### src/hw/rtl/lbtc_pkg.sv
`default_nettype none

package lbtc_pkg;

    localparam int LINE_SIZE_DEF = 64;
    localparam int FLUSH_MARGIN  = 9;
    localparam int STOP_BITS     = 3;
    localparam int QUEUE_DEPTH   = 2;
    localparam int CNT_W         = 4;
    localparam int CHAR_W        = 8;

    localparam logic [CHAR_W-1:0] CH_NUL = 8'd0;
    localparam logic [CHAR_W-1:0] CH_TAB = 8'd9;
    localparam logic [CHAR_W-1:0] CH_NL  = 8'd10;
    localparam logic [CHAR_W-1:0] CH_SP  = 8'd32;

    typedef enum logic [1:0] {
        OP_STORE   = 2'd0,
        OP_TAB     = 2'd1,
        OP_NEWLINE = 2'd2
    } cmd_op_t;

    typedef struct packed {
        cmd_op_t           op;
        logic [CHAR_W-1:0] ch;
    } cmd_t;

endpackage

`default_nettype wire

### src/hw/rtl/lbtc_ram.sv
`default_nettype none

module lbtc_ram #(
    parameter int WIDTH = 8,
    parameter int DEPTH = 64
) (
    input  wire logic                     clk,
    input  wire logic                     wr_en,
    input  wire logic [$clog2(DEPTH)-1:0] wr_addr,
    input  wire logic [WIDTH-1:0]         wr_data,
    input  wire logic                     rd_en,
    input  wire logic [$clog2(DEPTH)-1:0] rd_addr,
    output logic      [WIDTH-1:0]         rd_data
);

    logic [WIDTH-1:0] mem [DEPTH];

    always_ff @(posedge clk)
    begin
        if (wr_en)
        begin
            mem[wr_addr] <= wr_data;
        end
        if (rd_en)
        begin
            rd_data <= mem[rd_addr];
        end
    end

endmodule

`default_nettype wire

### src/hw/rtl/lbtc_front.sv
`default_nettype none

module lbtc_front
    import lbtc_pkg::*;
(
    input  wire logic              clk,
    input  wire logic              rst_n,
    input  wire logic              in_valid,
    output logic                   in_stall,
    input  wire logic [CHAR_W-1:0] char_in,
    input  wire logic              suppress,
    output logic                   cmd_valid,
    output cmd_t                   cmd,
    input  wire logic              cmd_pop
);

    localparam int QAW = $clog2(QUEUE_DEPTH);
    localparam int QCW = $clog2(QUEUE_DEPTH + 1);

    cmd_t           entry_reg [QUEUE_DEPTH];
    logic [QAW-1:0] wr_ptr_reg, wr_ptr_next;
    logic [QAW-1:0] rd_ptr_reg, rd_ptr_next;
    logic [QCW-1:0] cnt_reg, cnt_next;
    logic           keep;
    logic           push;
    cmd_t           new_cmd;

    // classify: suppressed and nul bytes never reach the queue
    always_comb
    begin
        keep       = !suppress && (char_in != CH_NUL);
        new_cmd.ch = char_in;
        case (char_in)
            CH_NL:   new_cmd.op = OP_NEWLINE;
            CH_TAB:  new_cmd.op = OP_TAB;
            default: new_cmd.op = OP_STORE;
        endcase
    end

    assign in_stall  = (cnt_reg == QCW'(QUEUE_DEPTH));
    assign push      = in_valid && !in_stall && keep;
    assign cmd_valid = (cnt_reg != '0);
    assign cmd       = entry_reg[rd_ptr_reg];

    always_comb
    begin
        wr_ptr_next = wr_ptr_reg;
        rd_ptr_next = rd_ptr_reg;
        cnt_next    = cnt_reg;
        if (push)
        begin
            wr_ptr_next = wr_ptr_reg + QAW'(1);
        end
        if (cmd_pop)
        begin
            rd_ptr_next = rd_ptr_reg + QAW'(1);
        end
        if (push && !cmd_pop)
        begin
            cnt_next = cnt_reg + QCW'(1);
        end
        else if (!push && cmd_pop)
        begin
            cnt_next = cnt_reg - QCW'(1);
        end
    end

    always_ff @(posedge clk or negedge rst_n)
    begin
        if (!rst_n)
        begin
            wr_ptr_reg <= '0;
            rd_ptr_reg <= '0;
            cnt_reg    <= '0;
        end
        else
        begin
            wr_ptr_reg <= wr_ptr_next;
            rd_ptr_reg <= rd_ptr_next;
            cnt_reg    <= cnt_next;
        end
    end

    always_ff @(posedge clk)
    begin
        if (push)
        begin
            entry_reg[wr_ptr_reg] <= new_cmd;
        end
    end

    a_queue_bound: assert property (@(posedge clk) disable iff (!rst_n)
        cnt_reg <= QCW'(QUEUE_DEPTH))
        else $error("queue count over depth");

    a_pop_nonempty: assert property (@(posedge clk) disable iff (!rst_n)
        cmd_pop |-> cnt_reg != '0)
        else $error("pop from empty queue");

endmodule

`default_nettype wire

### src/hw/rtl/lbtc_back.sv
`default_nettype none

module lbtc_back
    import lbtc_pkg::*;
#(
    parameter int LINE_SIZE = LINE_SIZE_DEF
) (
    input  wire logic              clk,
    input  wire logic              rst_n,
    input  wire logic              cmd_valid,
    input  wire cmd_t              cmd,
    output logic                   cmd_pop,
    output logic                   out_valid,
    input  wire logic              out_stall,
    output logic [CHAR_W-1:0]      char_out,
    output logic                   last_of_run
);

    localparam int AW = $clog2(LINE_SIZE);
    localparam logic [AW-1:0] FLUSH_AT = AW'(LINE_SIZE - FLUSH_MARGIN);

    typedef enum logic [7:0] {
        S_IDLE    = 8'b0000_0001,
        S_TAB     = 8'b0000_0010,
        S_RAW_RD  = 8'b0000_0100,
        S_RAW_EM  = 8'b0000_1000,
        S_NL_RD   = 8'b0001_0000,
        S_NL_DAT  = 8'b0010_0000,
        S_NL_EMIT = 8'b0100_0000,
        S_NL_END  = 8'b1000_0000
    } state_t;

    state_t            state_reg, state_next;
    logic [AW-1:0]     fill_reg, fill_next;
    logic [AW-1:0]     pos_reg, pos_next;
    logic [CNT_W-1:0]  tabs_reg, tabs_next;
    logic [CNT_W-1:0]  run_reg, run_next;
    logic              out_valid_reg;
    logic [CHAR_W-1:0] char_out_reg;
    logic              last_reg;

    logic              wr_en;
    logic [AW-1:0]     wr_addr;
    logic [CHAR_W-1:0] wr_data;
    logic              rd_en;
    logic [AW-1:0]     rd_addr;
    logic [CHAR_W-1:0] rd_data;

    logic              out_free;
    logic              emit;
    logic [CHAR_W-1:0] emit_char;
    logic              emit_last;
    logic [AW-1:0]     filled;
    state_t            after_write;
    logic              at_stop;
    logic [CNT_W-1:0]  stop_tabs;
    logic [CNT_W-1:0]  stop_run;

    lbtc_ram #(
        .WIDTH (CHAR_W),
        .DEPTH (LINE_SIZE)
    ) u_line_ram (
        .clk     (clk),
        .wr_en   (wr_en),
        .wr_addr (wr_addr),
        .wr_data (wr_data),
        .rd_en   (rd_en),
        .rd_addr (rd_addr),
        .rd_data (rd_data)
    );

    assign out_free = !out_valid_reg || !out_stall;
    assign filled   = fill_reg + AW'(1);

    // run of spaces that reaches a tab stop turns into a pending tab
    assign at_stop   = (pos_reg[STOP_BITS-1:0] == '0) && (run_reg != '0);
    assign stop_tabs = at_stop ? tabs_reg + CNT_W'(1) : tabs_reg;
    assign stop_run  = at_stop ? '0 : run_reg;

    always_comb
    begin
        state_next  = state_reg;
        fill_next   = fill_reg;
        pos_next    = pos_reg;
        tabs_next   = tabs_reg;
        run_next    = run_reg;
        cmd_pop     = 1'b0;
        wr_en       = 1'b0;
        wr_addr     = fill_reg;
        wr_data     = CH_SP;
        rd_en       = 1'b0;
        rd_addr     = pos_reg;
        emit        = 1'b0;
        emit_char   = rd_data;
        emit_last   = 1'b0;
        after_write = (filled >= FLUSH_AT) ? S_RAW_RD : S_IDLE;

        case (state_reg)
            S_IDLE:
            begin
                if (cmd_valid)
                begin
                    cmd_pop = 1'b1;
                    case (cmd.op)
                        OP_STORE:
                        begin
                            wr_en      = 1'b1;
                            wr_data    = cmd.ch;
                            fill_next  = filled;
                            state_next = after_write;
                        end
                        OP_TAB:
                        begin
                            wr_en      = 1'b1;
                            fill_next  = filled;
                            state_next = (filled[STOP_BITS-1:0] != '0) ? S_TAB : after_write;
                        end
                        OP_NEWLINE:
                        begin
                            pos_next   = '0;
                            tabs_next  = '0;
                            run_next   = '0;
                            state_next = S_NL_RD;
                        end
                        default:
                        begin
                            state_next = S_IDLE;
                        end
                    endcase
                end
            end
            S_TAB:
            begin
                wr_en      = 1'b1;
                fill_next  = filled;
                state_next = (filled[STOP_BITS-1:0] != '0) ? S_TAB : after_write;
            end
            S_RAW_RD:
            begin
                rd_en      = 1'b1;
                rd_addr    = '0;
                pos_next   = '0;
                state_next = S_RAW_EM;
            end
            S_RAW_EM:
            begin
                if (out_free)
                begin
                    emit = 1'b1;
                    if (pos_reg == fill_reg - AW'(1))
                    begin
                        emit_last  = 1'b1;
                        fill_next  = '0;
                        state_next = S_IDLE;
                    end
                    else
                    begin
                        rd_en    = 1'b1;
                        rd_addr  = pos_reg + AW'(1);
                        pos_next = pos_reg + AW'(1);
                    end
                end
            end
            S_NL_RD:
            begin
                if (pos_reg < fill_reg)
                begin
                    rd_en      = 1'b1;
                    state_next = S_NL_DAT;
                end
                else
                begin
                    state_next = S_NL_END;
                end
            end
            S_NL_DAT:
            begin
                tabs_next = stop_tabs;
                if (rd_data == CH_SP)
                begin
                    run_next   = stop_run + CNT_W'(1);
                    pos_next   = pos_reg + AW'(1);
                    state_next = S_NL_RD;
                end
                else
                begin
                    run_next   = stop_run;
                    state_next = S_NL_EMIT;
                end
            end
            S_NL_EMIT:
            begin
                if (out_free)
                begin
                    emit = 1'b1;
                    if (tabs_reg != '0)
                    begin
                        emit_char = CH_TAB;
                        tabs_next = tabs_reg - CNT_W'(1);
                    end
                    else if (run_reg != '0)
                    begin
                        emit_char = CH_SP;
                        run_next  = run_reg - CNT_W'(1);
                    end
                    else
                    begin
                        pos_next   = pos_reg + AW'(1);
                        state_next = S_NL_RD;
                    end
                end
            end
            S_NL_END:
            begin
                if (out_free)
                begin
                    emit       = 1'b1;
                    emit_char  = CH_NL;
                    emit_last  = 1'b1;
                    fill_next  = '0;
                    tabs_next  = '0;
                    run_next   = '0;
                    state_next = S_IDLE;
                end
            end
            default:
            begin
                state_next = S_IDLE;
            end
        endcase
    end

    always_ff @(posedge clk or negedge rst_n)
    begin
        if (!rst_n)
        begin
            state_reg     <= S_IDLE;
            fill_reg      <= '0;
            pos_reg       <= '0;
            tabs_reg      <= '0;
            run_reg       <= '0;
            out_valid_reg <= 1'b0;
        end
        else
        begin
            state_reg <= state_next;
            fill_reg  <= fill_next;
            pos_reg   <= pos_next;
            tabs_reg  <= tabs_next;
            run_reg   <= run_next;
            if (emit)
            begin
                out_valid_reg <= 1'b1;
            end
            else if (!out_stall)
            begin
                out_valid_reg <= 1'b0;
            end
        end
    end

    always_ff @(posedge clk)
    begin
        if (emit)
        begin
            char_out_reg <= emit_char;
            last_reg     <= emit_last;
        end
    end

    assign out_valid   = out_valid_reg;
    assign char_out    = char_out_reg;
    assign last_of_run = last_reg;

    a_idle_fill: assert property (@(posedge clk) disable iff (!rst_n)
        state_reg == S_IDLE |-> fill_reg < FLUSH_AT)
        else $error("fill at or above flush point while idle");

    a_count_bound: assert property (@(posedge clk) disable iff (!rst_n)
        tabs_reg <= CNT_W'(8) && run_reg <= CNT_W'(8))
        else $error("pending tab or space count out of range");

    a_no_overwrite: assert property (@(posedge clk) disable iff (!rst_n)
        emit |-> !(out_valid_reg && out_stall))
        else $error("output register overwritten while stalled");

    a_last_clears: assert property (@(posedge clk) disable iff (!rst_n)
        emit && emit_last |=> fill_reg == '0 && state_reg == S_IDLE)
        else $error("run end did not clear the line");

endmodule

`default_nettype wire

### src/hw/rtl/line_buffer_tab_compressor_top.sv
// channel   signals                      role
// in        in_valid in_stall            char_in, suppress
// out       out_valid out_stall          char_out, last_of_run
//
// ordinary character: one stored byte in the back end, a tab 1 to 8 stored spaces
// newline: stored bytes are read back and emitted as tabs, spaces and bytes, then a newline
// raw flush: one line ram read per output byte
// a two entry command queue lets the input side run ahead of the back end
// reset clears the fill count, the queue and the output valid; the line ram is not cleared
// out_stall holds the output register and freezes the back end when it needs to emit
`default_nettype none

module line_buffer_tab_compressor_top
    import lbtc_pkg::*;
#(
    parameter int LINE_SIZE = LINE_SIZE_DEF
) (
    input  wire logic              clk,
    input  wire logic              rst_n,
    input  wire logic              in_valid,
    output logic                   in_stall,
    input  wire logic [CHAR_W-1:0] char_in,
    input  wire logic              suppress,
    output logic                   out_valid,
    input  wire logic              out_stall,
    output logic [CHAR_W-1:0]      char_out,
    output logic                   last_of_run
);

    logic cmd_valid;
    cmd_t cmd;
    logic cmd_pop;

    lbtc_front u_front (
        .clk       (clk),
        .rst_n     (rst_n),
        .in_valid  (in_valid),
        .in_stall  (in_stall),
        .char_in   (char_in),
        .suppress  (suppress),
        .cmd_valid (cmd_valid),
        .cmd       (cmd),
        .cmd_pop   (cmd_pop)
    );

    lbtc_back #(
        .LINE_SIZE (LINE_SIZE)
    ) u_back (
        .clk         (clk),
        .rst_n       (rst_n),
        .cmd_valid   (cmd_valid),
        .cmd         (cmd),
        .cmd_pop     (cmd_pop),
        .out_valid   (out_valid),
        .out_stall   (out_stall),
        .char_out    (char_out),
        .last_of_run (last_of_run)
    );

endmodule

`default_nettype wire

### config.mk
export PLATFORM = sky130hd
export DESIGN_NAME = line_buffer_tab_compressor_top
export DESIGN_NICKNAME = d
export VERILOG_FILES = /design/src/hw/rtl/lbtc_pkg.sv /design/src/hw/rtl/lbtc_ram.sv /design/src/hw/rtl/lbtc_front.sv /design/src/hw/rtl/lbtc_back.sv /design/src/hw/rtl/line_buffer_tab_compressor_top.sv
export SDC_FILE = /design/constraint.sdc
export NUM_CORES = 1
export LEC_CHECK = 0
export ABC_AREA = 1
export ABC_CLOCK_PERIOD_IN_PS = 3850
export CORE_UTILIZATION = 48
export DETAILED_ROUTE_END_ITERATION = 10
export DONT_BUFFER_PORTS = 1
export GPL_TIMING_DRIVEN = 0
export PLACE_DENSITY_LB_ADDON = 0.05
export SYNTH_ARGS = -nofsm -noshare
export SYNTH_HDL_FRONTEND = slang
export SYNTH_SLANG_ARGS = --single-unit
export TNS_END_PERCENT = 10
### constraint.sdc
create_clock -name clk -period 3.85 [get_ports clk]
set_input_delay 0.1925 -clock clk [delete_from_list [all_inputs] [get_ports clk]]
set_output_delay 0.1925 -clock clk [all_outputs]
set_load 0.05 [all_outputs]
# [Yosys cells after proc, flatten, opt, wreduce, memory -nomap -nowiden]
# Memories as Yosys holds them, arrays and structs flattened. A register that Yosys moved wholly into a read port is not among the register bits.
# Index checks and enable logic that the tools add are counted.
[totals] ramBits=532 memories=2 ff_bits=42 inputBits=13 wordCells=159 output_inout_bits=11
[memory_table] memory="u_back.u_line_ram.mem" depth=64 word_bits=8 rd=1 rd_ports_with_merged_regs=1 wr=1 line="lbtc_ram.sv:16" rtl="logic [WIDTH-1:0] mem [DEPTH];"
[memory_table] memory="u_front.entry_reg" depth=2 word_bits=10 rd=1 rd_ports_with_merged_regs=0 wr=1 line="lbtc_front.sv:20" rtl="cmd_t entry_reg [QUEUE_DEPTH];"
[op_classes] n_lt_le_gt_ge=2 add_sub_neg=11 n_reduce_logical=31 muxes=73 n_eq_ne=29
[ops] operator="$mux 8" n=16
[ops] operator="$mux 6" n=13
[ops] operator="$pmux 8 s8" n=1
[ops] operator="$mux 4" n=11
[ops] operator="$pmux 4 s4" n=2
[ops] operator="$pmux 6 s5" n=1
[ops] operator="$reduce_and 7->1" n=4
[ops] operator="$eq 8x4->1 const B" n=3
[ops] operator="$pmux 6 s4" n=1
[ops] operator="$pmux 8 s3" n=1
[ops] operator="$ne 2x1->1 const B" n=9
[ops] operator="$mux 1" n=17
[ops] operator="$eq 8x6->1 const B" n=2
[ops] operator="$pmux 8 s2" n=1
[ops] operator="$reduce_bool 4->1" n=4
[ops] operator="$add 6x1->6 const B" n=2
[ops] operator="$pmux 6 s2" n=1
[ops] operator="$ne 2x2->1 const B" n=5
[ops] operator="$add 4x1->4 const B" n=2
[ops] operator="$eq 8x1->1 const B" n=1
[ops] operator="$eq 8x2->1 const B" n=1
[ops] operator="$eq 8x3->1 const B" n=1
[ops] operator="$eq 8x5->1 const B" n=1
[ops] operator="$eq 8x7->1 const B" n=1
[ops] operator="29 further kinds" n=45

# [Logic depth before layout (Yosys ltp)]
[logic_depth] ltp_word=8 ltp_mapped=24 mapped_depth_nobuf=22

# [Cells and area by module]
# A second synthesis with hierarchy kept.
[unflattened] cells_unflattened=2345 hier_area_um2=25682.1
[modules_own_cells] module="lbtc_ram" seq_area_each_um2=15615.0 area_per_inst_um2=21419.3 cells_each=1805 n_inst=1
[modules_own_cells] module="lbtc_back" seq_area_each_um2=997.2 area_per_inst_um2=3203.1 cells_each=465 n_inst=1
[modules_own_cells] module="lbtc_front" seq_area_each_um2=700.7 area_per_inst_um2=1059.8 cells_each=75 n_inst=1

# [Worst setup path after synthesis]
# Ideal clock, no wire load.
[synth_timing] kind="reg-to-reg" startpoint="reg u_back.state_reg[2]" endpoint="mem u_back.u_line_ram.mem[0][0] (data pin)" arrival_ns=3.141 setup_time_ns=0.548 synth_period_minus_slack_ns=3.689 stages_incl_launch_ff=8 slack_ns=0.161 t_required_ns=3.302 path_buffers=0 path_cell_list="dfrtp_1 -> nor2_1 -> inv_1 -> nor4_4 -> inv_1 -> nor2_4 -> nand2_1 -> a21oi_1"
[synth_via] elab_chain_cells=2
[synth_lines] element="from (decl)" line="lbtc_back.sv:33" rtl="state_t state_reg, state_next;"
[synth_lines] element="from (signal assigned)" line="lbtc_back.sv:246" rtl="state_reg <= state_next;"
[synth_lines] element="$eq 8x1->1" line="lbtc_back.sv:98" rtl="case (state_reg)"
[synth_lines] element="$mux 8" line="lbtc_back.sv:98"
[synth_lines] element="via u_back.u_line_ram.wr_data[0]" line="lbtc_ram.sv:10" rtl="input wire logic [WIDTH-1:0] wr_data,"
[synth_lines] element="to (decl)" line="lbtc_ram.sv:16"
# The timed path passes the listed nets, and every way through them passes these cells.

# [Worst setup path after layout]
[layout_timing] startpoint="reg u_back.state_reg[4]" endpoint="mem u_back.u_line_ram.mem[31][5], enable pin"
[layout_via] elab_chain_cells=4 elab_cells_between_ends=5 cone_classes="eq/ne (2); mux (3)"
[layout_lines] element="$eq 8x2->1 / $eq 8x1->1 (equally long branches)" line="lbtc_back.sv:98"
[layout_lines] element="$pmux 1 s2 *" line="lbtc_back.sv:98"
[layout_lines] element="$mux 1 *" line="lbtc_ram.sv:20" rtl="if (wr_en)"
[layout_lines] element="$mux 1 (implied by the code) *" line="lbtc_ram.sv:22" rtl="mem[wr_addr] <= wr_data;"
# Mark *: on every way between the ends. The rest lies on a longest branch, timed or not.

==> flow_summary.toml <==
[floorplan]
row_count = 86
die-area_um2 = 56880
fp.dieW_um = 238.5
core-area_um2 = 55200
io-pin-count = 24
start_util_pct = 48.64
die-height_um = 238.5

[drt]
drc_errors = 0
avgRoutedWirePerCell_um = 23.80
wl_um = 81620
via_per_inst = 5.585
first_iter_violations = 1939
num_vias = 19150
drtPass1Iterations = 5
ant_nets = 0

[synth]
synthTopCellsByArea = "edfxtp_1 (61%), nand3_1 (11%), nand2_1 (6.1%)"
synth.most_common_cell = "nand3_1"
synth_top_flop_cell = "edfxtp_1"
synth_fp_nets = 2566
netlist_area_um2 = 26850
synthAdderAreaFrac_pct = 0.9135
synth_area_per_cell_um2 = 10.59
synth_top_area_cell = "edfxtp_1"
synth.area.mux_share_pct = 0
netlist.area_leader.share_pct = 61.41
synth-seq-area-share_pct = 64.49
yosys-top-cells-count = "nand3_1 (570), edfxtp_1 (549), nand2_1 (438)"
yosysWarnings = 0
synth-compound-area-share_pct = 1.650
synth-edff-count = 549
synth_cells = 2534
synth_cell_types = 48
synth_top_family_by_area = "simple AND/OR/NAND/NOR gates"
async_flop_share_pct = 5.670
synthSimpleGateAreaFrac_pct = 24.50
ys_ff_latch = 582
synth-xor-area-share_pct = 0.4894

[worst_hold_path]
hold_path.class = "in2async"

[power_and_ir_drop]
powerDensity_nw_per_um2 = 734.6
p_leak_nw = 12.20
peakVddDrop_v = 0.0004576
power_mw = 22.83

[critical_path]
worst-endpoint-required_ns = 4.11
critPathKind = "reg2reg"
crit_path_max_fanout = 9
endpoint_kind = "register"
startpoint_type = "register"
worstRegToRegCells = 11
worstPathCellList = "nor2_1, nand2_1, nor4_4, inv_1, nor2_4, nand2_1, a31oi_1, nand2_1, inv_1, nand2_1, nor2_2"
crit_top_cell = "nand2_1"
crit_arrival_ns = 4.05
worst_path_max_delay_cell = "nor2_2"
cpPeakStageDelay_ns = 0.65

[global_route]
grt_pass1_vias = 18500
overflow = 0
grt_max_degree = 34
grtUsageTotal_pct = 29.21
grt_first_pass_wirelength_um = 120500
grt_antenna_before_repair = 0

[clock_network]
clk_latency_ns = 0.65
clockBufferDepth = 3
cts_tree = "yes"
h-tree-depth = 2
clock-root-buffer = "clkbuf_16"
path_clk_slew_ns = 0.07
cts_sinks = 582
numCtsBuffers = 61

[sta]
fin_skew_ns = 0.02124
setup_viol = 0
maxSlewHeadroom_pct = 26.48
worst_pin_slew_ns = 1.100
finalHoldViolCount = 0
timing.final.crit_share_pct = 98.37
period_minus_slack_ns = 3.787
maxSlewViolCount = 0
max_freq_mhz = 264.0
rsz0062_at_grt = "yes"

[placed_design]
portBuffers = 0
place_inst = 3304
routabilityCongestion = 0.9193
dp_hpwl_um = 58130

[cells_and_area]
fin_cells = 3429
area_delta_synth_final_pct = 15.76
nets = 2665
antenna_cells = 0
drive_above_1_share_pct = 13.35
largest_reg_flops = 512
fillerInstances = 4785

[outcome]
status = "finished, final reports clean"

[flow_run]
cap_violations = 0
report_power, final:
group          internal, mW  switching, mW  leakage (nW)  total [mW]
combinational          2.62           6.57          5.80        9.19
sequential             7.62          0.171          5.47        7.79
clock                  3.34           2.51         0.942        5.85
final cells by class:
type                    count  area (um2)  area share [%]
well taps                 748       935.9           3.012
repair buffers             36       649.4           2.090
inverters                 359        1348           4.336
clock buffers              75        1600           5.149
flip-flops and latches    582       17310           55.71
plain buffers             141       873.3           2.810
clock inverters            36       349.1           1.123
multi-input cells        1452        8008           25.77
per-layer routing:
| metal | vias up | wire length (um) | global-route usage [%] |
|---|---|---|---|
| met5 | - | 0 | 0 |
| met3 | 137 | 6273 | 4.446 |
| li1 | 8903 | - | - |
| met4 | 0 | 2523 | 9.829 |
| met2 | 729 | 37820 | 46.57 |
| met1 | 9383 | 35010 | 40.97 |
critical path, delay by kind of cell, from the launching register on:
kind / cells / cell delay, ns
flip-flops: 1 / 0.40
buffers and inverters: 2 / 0.38
AO/OA/AOI/OAI: 1 / 0.17
AND/OR/NAND/NOR: 8 / 2.43
path summary, 6_finish.rpt:
| check | from | end | slack, ns |
|---|---|---|---|
| worst max register to register | u_back.state_reg[4]$_DFFE_PN0P_ | u_back.u_line_ram.mem[31][5]$_DFFE_PP_ | 0.06 |
| max in group asynchronous | rst_n | u_back.state_reg[0]$_DFFE_PN1P_ | 3.55 |
| worst min register to register | u_back.run_reg[1]$_DFFE_PN0P_ | u_back.run_reg[1]$_DFFE_PN0P_ | 0.51 |
| worst min-delay path | rst_n | u_back.pos_reg[1]$_DFFE_PN0P_ | 0.03 |
| min in group clk | out_stall | u_back.out_valid$_DFFE_PN0P_ | 0.07 |
| worst max-delay path | u_back.state_reg[4]$_DFFE_PN0P_ | u_back.u_line_ram.mem[31][5]$_DFFE_PP_ | 0.06 |
cell usage in the layout (no fill, tap or decap), drive strengths merged, types with 18 or more instances in the layout:
master and n:
dfrtp 32, nand2 441, nand3 571, clkbuf 105, inv 359, edfxtp 549, clkinv 26, ha 18
o21ai 22, buf 136, nand3b 175, nor2 124, a21oi 21
repair_timing:
action,4_1_cts,5_1_grt
hold buffers,12,0
endpoints found under the hold margin,54,0
resized for setup,87,86
pin swaps,0,2
setup endpoints to repair,496,488
setup buffers,0,2
kinds of logic after synthesis:
kind of cell | Yosys count
compound gates | 73
xor+xnor | 15
flops | 582
fa+ha+maj | 19
simple gates | 1345
buf+inv | 500
stage by stage:
| stage | worst slack (ns) | hold slack [ns] | TNS, ns | instance area [um2] | utilization [%] |
|---|---|---|---|---|---|
| floorplan | 0.1607 | -0.1031 | 0 | 26850 | - |
| global placement | -4.359 | -0.1016 | -2001.07 | 27780 | 50.33 |
| detailed placement | -0.8456 | -0.1016 | -225.42 | 28360 | 51.38 |
| CTS | -0.04511 | 0.002401 | -1.304 | 30730 | 55.67 |
| global route | -0.1791 | 0.02950 | -13.28 | 31080 | 56.30 |
| finish | 0.06258 | 0.02861 | 0 | 31080 | 56.30 |
Power figures use the tool's default switching activity.
